**src/rtl/core/pqe_pkg.sv**
```systemverilog
// ----------------------------------------------------------------------------
// pqe_pkg
// Shared types and constants of the product-quantization encode/ADC engine.
// ----------------------------------------------------------------------------
package pqe_pkg;

  localparam int MaxSubvectors = 32;
  localparam int Centroids     = 256;
  localparam int MaxSubDim     = 8;

  localparam int SubW   = 5;
  localparam int CentW  = 8;
  localparam int ElemW  = 3;
  localparam int ValW   = 16;
  localparam int DistW  = 38;
  localparam int AccW   = 44;

  // action codes
  localparam logic [1:0] ActWrite  = 2'd0;
  localparam logic [1:0] ActEncode = 2'd1;
  localparam logic [1:0] ActQuery  = 2'd2;
  localparam logic [1:0] ActCode   = 2'd3;

  // config register indexes
  localparam logic RegNumSub = 1'b0;
  localparam logic RegSubDim = 1'b1;

  // controller -> datapath commands
  typedef struct packed {
    logic             load;      // capture input item
    logic             buf_wr;    // write element into subvector buffer
    logic             cent_wr;   // centroid store write
    logic             scan_start;// clear scan state
    logic             scan_step; // process one (centroid,element) pair
    logic             acc_step;  // add table entry to accumulator
    logic             tab_wr;    // commit one table entry
    logic             out_load;  // place result into output register
    logic             out_kind;
  } pqe_cmd_t;

  // datapath -> controller status
  typedef struct packed {
    logic [1:0] action;
    logic       sub_end;    // element completes a subvector
    logic       elem_last;  // last element of current centroid
    logic       cent_last;  // last centroid of scan
    logic       code_end;   // code completes a candidate
  } pqe_stat_t;

endpackage

```
**src/rtl/core/pqe_ctrl.sv**
```systemverilog
// ----------------------------------------------------------------------------
// pqe_ctrl
// Sequencer: accepts one item, runs the centroid scan or table lookup.
// ----------------------------------------------------------------------------
module pqe_ctrl (
  input  logic              clk,
  input  logic              rst,
  input  logic              in_fire,
  input  logic              out_free,
  input  pqe_pkg::pqe_stat_t stat,
  output logic              busy,
  output pqe_pkg::pqe_cmd_t cmd
);
  import pqe_pkg::*;

  typedef enum logic [2:0] {
    S_IDLE, S_DEC, S_SCAN, S_DRAIN, S_LOOK, S_ACC, S_OUT
  } state_t;

  state_t state;

  assign busy = (state != S_IDLE);

  // drain counter: waits for the scan pipeline to empty after the last step issue
  logic [1:0] drain;

  always_ff @(posedge clk) begin
    if (rst) begin
      state <= S_IDLE;
      drain <= '0;
    end else begin
      case (state)
        S_IDLE: if (in_fire) state <= S_DEC;
        S_DEC: begin
          case (stat.action)
            ActWrite: state <= S_IDLE;
            ActCode:  state <= S_LOOK;
            default:  state <= stat.sub_end ? S_SCAN : S_IDLE;
          endcase
        end
        S_SCAN: if (stat.elem_last && stat.cent_last) begin
          state <= S_DRAIN;
          drain <= 2'd3;
        end
        S_DRAIN: begin
          drain <= drain - 2'd1;
          if (drain == 2'd1) state <= (stat.action == ActEncode) ? S_OUT : S_IDLE;
        end
        S_LOOK: state <= S_ACC;
        S_ACC:  state <= stat.code_end ? S_OUT : S_IDLE;
        S_OUT:  if (out_free) state <= S_IDLE;
        default: state <= S_IDLE;
      endcase
    end
  end

  always_comb begin
    cmd = '0;
    cmd.load       = in_fire;
    cmd.cent_wr    = (state == S_DEC) && (stat.action == ActWrite);
    cmd.buf_wr     = (state == S_DEC) &&
                     (stat.action == ActEncode || stat.action == ActQuery);
    cmd.scan_start = cmd.buf_wr;
    cmd.scan_step  = (state == S_SCAN);
    cmd.tab_wr     = (stat.action == ActQuery);
    cmd.acc_step   = (state == S_ACC);
    cmd.out_load   = (state == S_OUT) && out_free;
    cmd.out_kind   = (stat.action == ActCode);
  end

endmodule

```
**config.mk**
```make
export PLATFORM = sky130hd
export DESIGN_NAME = pqe_ctrl
export DESIGN_NICKNAME = d
export VERILOG_FILES = /design/src/rtl/core/pqe_pkg.sv /design/src/rtl/core/pqe_ctrl.sv
export SDC_FILE = /design/constraint.sdc
export NUM_CORES = 1
export LEC_CHECK = 0
export ABC_CLOCK_PERIOD_IN_PS = 1400
export BUFFER_PORTS_ARGS = -buffer_cell sky130_fd_sc_hd__buf_4
export CAP_MARGIN = 20
export CORE_AREA = 2 2 39 41
export CTS_BUF_LIST = sky130_fd_sc_hd__clkbuf_4
export CTS_CLUSTER_SIZE = 8
export DETAILED_ROUTE_END_ITERATION = 8
export DIE_AREA = 0 0 41 43
export PLACE_DENSITY = 0.71
export SLEW_MARGIN = 20
export SYNTH_ARGS = -nofsm -noshare
export SYNTH_HDL_FRONTEND = slang
export SYNTH_SLANG_ARGS = --single-unit
```
**constraint.sdc**
```tcl
create_clock -name clk -period 1.4 [get_ports clk]
set_input_delay 0.28 -clock clk [delete_from_list [all_inputs] [get_ports clk]]
set_output_delay 0.28 -clock clk [all_outputs]
set_load 0.01 [all_outputs]
```
==> impl_metrics.toml <==
[run_status]
outcome = "finished with violations"
violations = "setup timing"

[min_path]
hold_path.startpoint = "rst"
min_to = "state[1]$_SDFFE_PP0P_"
worstHoldPathCells = 2
hold_path.class = "in -> reg"

[setup_path]
worstSetupStartpointType = "register"
ff2ff_setup_slack_ns = 0.04
slowest_delay_ns = 0.36
crit_chain = "buf_6 -> nor4bb_4 -> buf_4"
reg2reg_to = "state[2]$_SDFFE_PP0P_"
endpoint_kind = "output port"
path_buf_inv = 2
required_ns = 1.12
worstPathArrival_ns = 1.17
crit-reg2reg-launch = "state[1]$_SDFFE_PP0P_"
worstRegToRegCells = 5
crit_family = "flip-flops"
worstPathMaxFanout = 5
cpMaxStageDelayCell = "dfxtp_4"
path_class = "reg -> out"

[clock_network]
htreeDepth = 1
clock_latency_ns = 0.25
cts_tree = "built"
numClockSinks = 5
clk_pin_slew_worst_paths_ns = 0.05
numCtsBuffers = 3
clockRootBuffer = "clkbuf_4"
clockBufferDepth = 2
hold_buffers = 0

[sta]
skew_ns = 0.00798
hold_violations = 0
slew_violations = 0
worst_pin_slew_ns = 0.308
setup_viol = 4
max_freq_mhz = 690
relSlewSlack_pct = 79.2
setup_tns_ns = -0.145
rsz0062_at_grt = "true"
setup_ws_ns = -0.0490
timing.final.crit_period_ns = 1.45
fin_crit_sh_pct = 104

[route]
via_per_inst = 5.35
routedWlPerCell_um = 12.5
via_count = 562
drt-total-wl_um = 1310
drt_iter0_markers = 9
drc = 0
dr.pass1.iters = 4
final_antenna_net_count = 0

[placement]
place.gp.congestion = 0.717
place_area_um2 = 748
portBuffers = 19
dp_hpwl_um = 966

[global_route]
grt_usage_pct = 18.1
antenna_found_initial = 0
grt_pass1_vias = 568
grt_max_degree = 10
overflow = 0
grt_pass1_wl_um = 2230

[finish]
final_layout_size_suffix_gt1_share_pct = 53.9
fin_nets = 106
fin_area_um2 = 851
syn_to_final_growth_pct = 59.6
n_antenna_cell = 0

[logic_synthesis]
yosys.area_share.simple_pct = 32.4
synth-warning-count = 0
synth_xor_area_share_pct = 0
synth-seq-cells = 5
synth_cells = 57
synthAdderAreaFrac_pct = 14.1
synth-compound-area-share_pct = 22.8
syn_area_per_cell_um2 = 9.35
yosysSeqAreaShare_pct = 18.8
synth_top_family_by_area = "simple AND/OR/NAND/NOR gates"
synthMuxAreaShare_pct = 0
synth.distinct_cells = 34
syn_nets = 73
netlist_area_um2 = 533

[pwr]
p_switching_uw = 301
pwr-share-clk_pct = 19.4
p_sw_share_pct = 34.2
p_int_uw = 579
p_seq_share_pct = 24.4
p_leak_nw = 0.436
peakVddDrop_v = 0.000564
power_frac_comb_pct = 56.2
power_density_mw_per_mm2 = 1030

[die]
die_h_um = 43
start_util_pct = 38.5
rows = 14
die_w_um = 41
core_mm2 = 0.00138
dieArea_mm2 = 0.00176
io_pins = 20

[job]
drv_cap = 0
==> stage by stage <==
step,instances,hold WS (ns),power (mW),utilization [%],setup slack (ns)
finish,105,0.200,0.880,61.5,-0.0490
global route,105,0.188,0.949,61.5,-0.110
CTS,105,0.190,0.861,59.9,-0.0840
detailed placement,97,0.468,0.635,54.1,-0.0482
global placement,97,0.470,0.629,54.1,-0.0204
floorplan,57,0.349,0.481,-,0.00672
==> cell usage after synthesis <==
cell type / instances / area [um^2]
a21boi_1: 1 / 7.51
a21oi_1: 1 / 5.00
a221oi_2: 1 / 15.0
a31oi_1: 2 / 12.5
a32o_1: 1 / 10.0
a41o_1: 1 / 10.0
and2_1: 1 / 6.26
and2b_1: 3 / 22.5
and3_1: 1 / 6.26
and3b_1: 2 / 17.5
and4b_1: 1 / 10.0
and4bb_1: 1 / 12.5
buf_4: 4 / 30.0
buf_6: 1 / 11.3
clkbuf_1: 1 / 3.75
dfxtp_1: 5 / 100
ha_1: 6 / 75.1
inv_1: 4 / 15.0
inv_2: 1 / 3.75
nand2_1: 1 / 3.75
nand3b_4: 1 / 20.0
nand4bb_1: 1 / 11.3
nor2_1: 1 / 3.75
nor2b_1: 2 / 12.5
nor3b_1: 1 / 7.51
nor4_2: 1 / 12.5
nor4bb_1: 2 / 20.0
o21a_1: 1 / 7.51
o21ai_0: 2 / 10.0
o21ai_1: 1 / 5.00
o221a_1: 2 / 22.5
o311ai_0: 1 / 8.76
o31ai_1: 1 / 7.51
or3_1: 1 / 6.26
==> layer usage <==
layer  global-route usage (%)  wire, um  up-vias
li1                         -         -      276
met5                        0         0        -
met1                     19.7       514      266
met4                     8.00        23        0
met3                     1.57        53        3
met2                     32.5       718       17
==> cells in the final DEF (no fill, tap or decap) <==
master and count:
and2b_1 3, clkbuf_4 3, and2_4 1, nand2_1 1, nor4_2 1, a21boi_1 1
dfxtp_1 2, or3_1 1, nand4bb_1 1, and3_4 1, a41o_1 1, o221a_1 2
a221oi_2 1, buf_4 27, buf_6 7, nor4bb_4 1, and3b_1 2, nand3b_4 1
and4b_1 1, o21a_1 1, o31ai_1 1, o21ai_0 2, clkinv_2 1, a32o_1 1
nor3b_1 1, a21oi_1 1, inv_1 4, nor4bb_1 1, nor2_1 1, and4bb_1 1
o311ai_0 1, ha_1 6, inv_2 1, nor2b_1 2, o21ai_1 1, a31oi_1 2
dfxtp_4 3
==> worst max-delay path by stage <==
| stage | cells after the start | slack, ns | end | from |
|---|---|---|---|---|
| after global placement | 5 | -0.02 | cmd[5] | stat[5] |
| after global routing | 3 | -0.11 | cmd[5] | state[1]$_SDFFE_PP0P_ |
| after detailed placement | 5 | -0.05 | cmd[5] | stat[5] |
| after CTS | 3 | -0.08 | cmd[5] | state[1]$_SDFFE_PP0P_ |
| after floorplan | 4 | 0.007 | cmd[7] | stat[4] |
| final | 3 | -0.05 | cmd[5] | state[1]$_SDFFE_PP0P_ |
==> kinds of logic after synthesis <==
group / count (synthesis)
AND/OR/NAND/NOR: 20
buffers and inverters: 11
AO/OA/AOI/OAI: 15
adder cells (fa/ha/maj): 6
flip-flops: 5
==> layout make-up <==
| cell class | instances | area, um^2 |
|---|---|---|
| clock buffers | 3 | 22.5 |
| clock inverters | 1 | 5.00 |
| fillers | 138 | 533 |
| inverters | 5 | 18.8 |
| multi-input cells | 41 | 392 |
| flip-flops and latches | 5 | 111 |
| well taps | 16 | 20.0 |
| repair buffers | 34 | 282 |
==> sequential cells by signal, summed over array words and instances (netlist names) <==
register / flops
drain: 2
state: 3
==> power groups by stage <==
stage	Combinational, mW	Clock, mW	Sequential (mW)
after detailed placement	0.417	0	0.218
after CTS	0.467	0.178	0.216
after global routing	0.539	0.186	0.223
after global placement	0.411	0	0.218
after floorplan	0.289	0	0.192
final	0.495	0.170	0.215
==> timing repair <==
| action | CTS | global route |
|---|---|---|
| buffers inserted | 4 | 0 |
| pin swaps | 3 | 1 |
| setup endpoints to repair | 7 | 8 |
| hold endpoints to repair | 0 | 0 |
| gates resized for setup | 9 | 6 |
(Power assumes the default switching activity.)
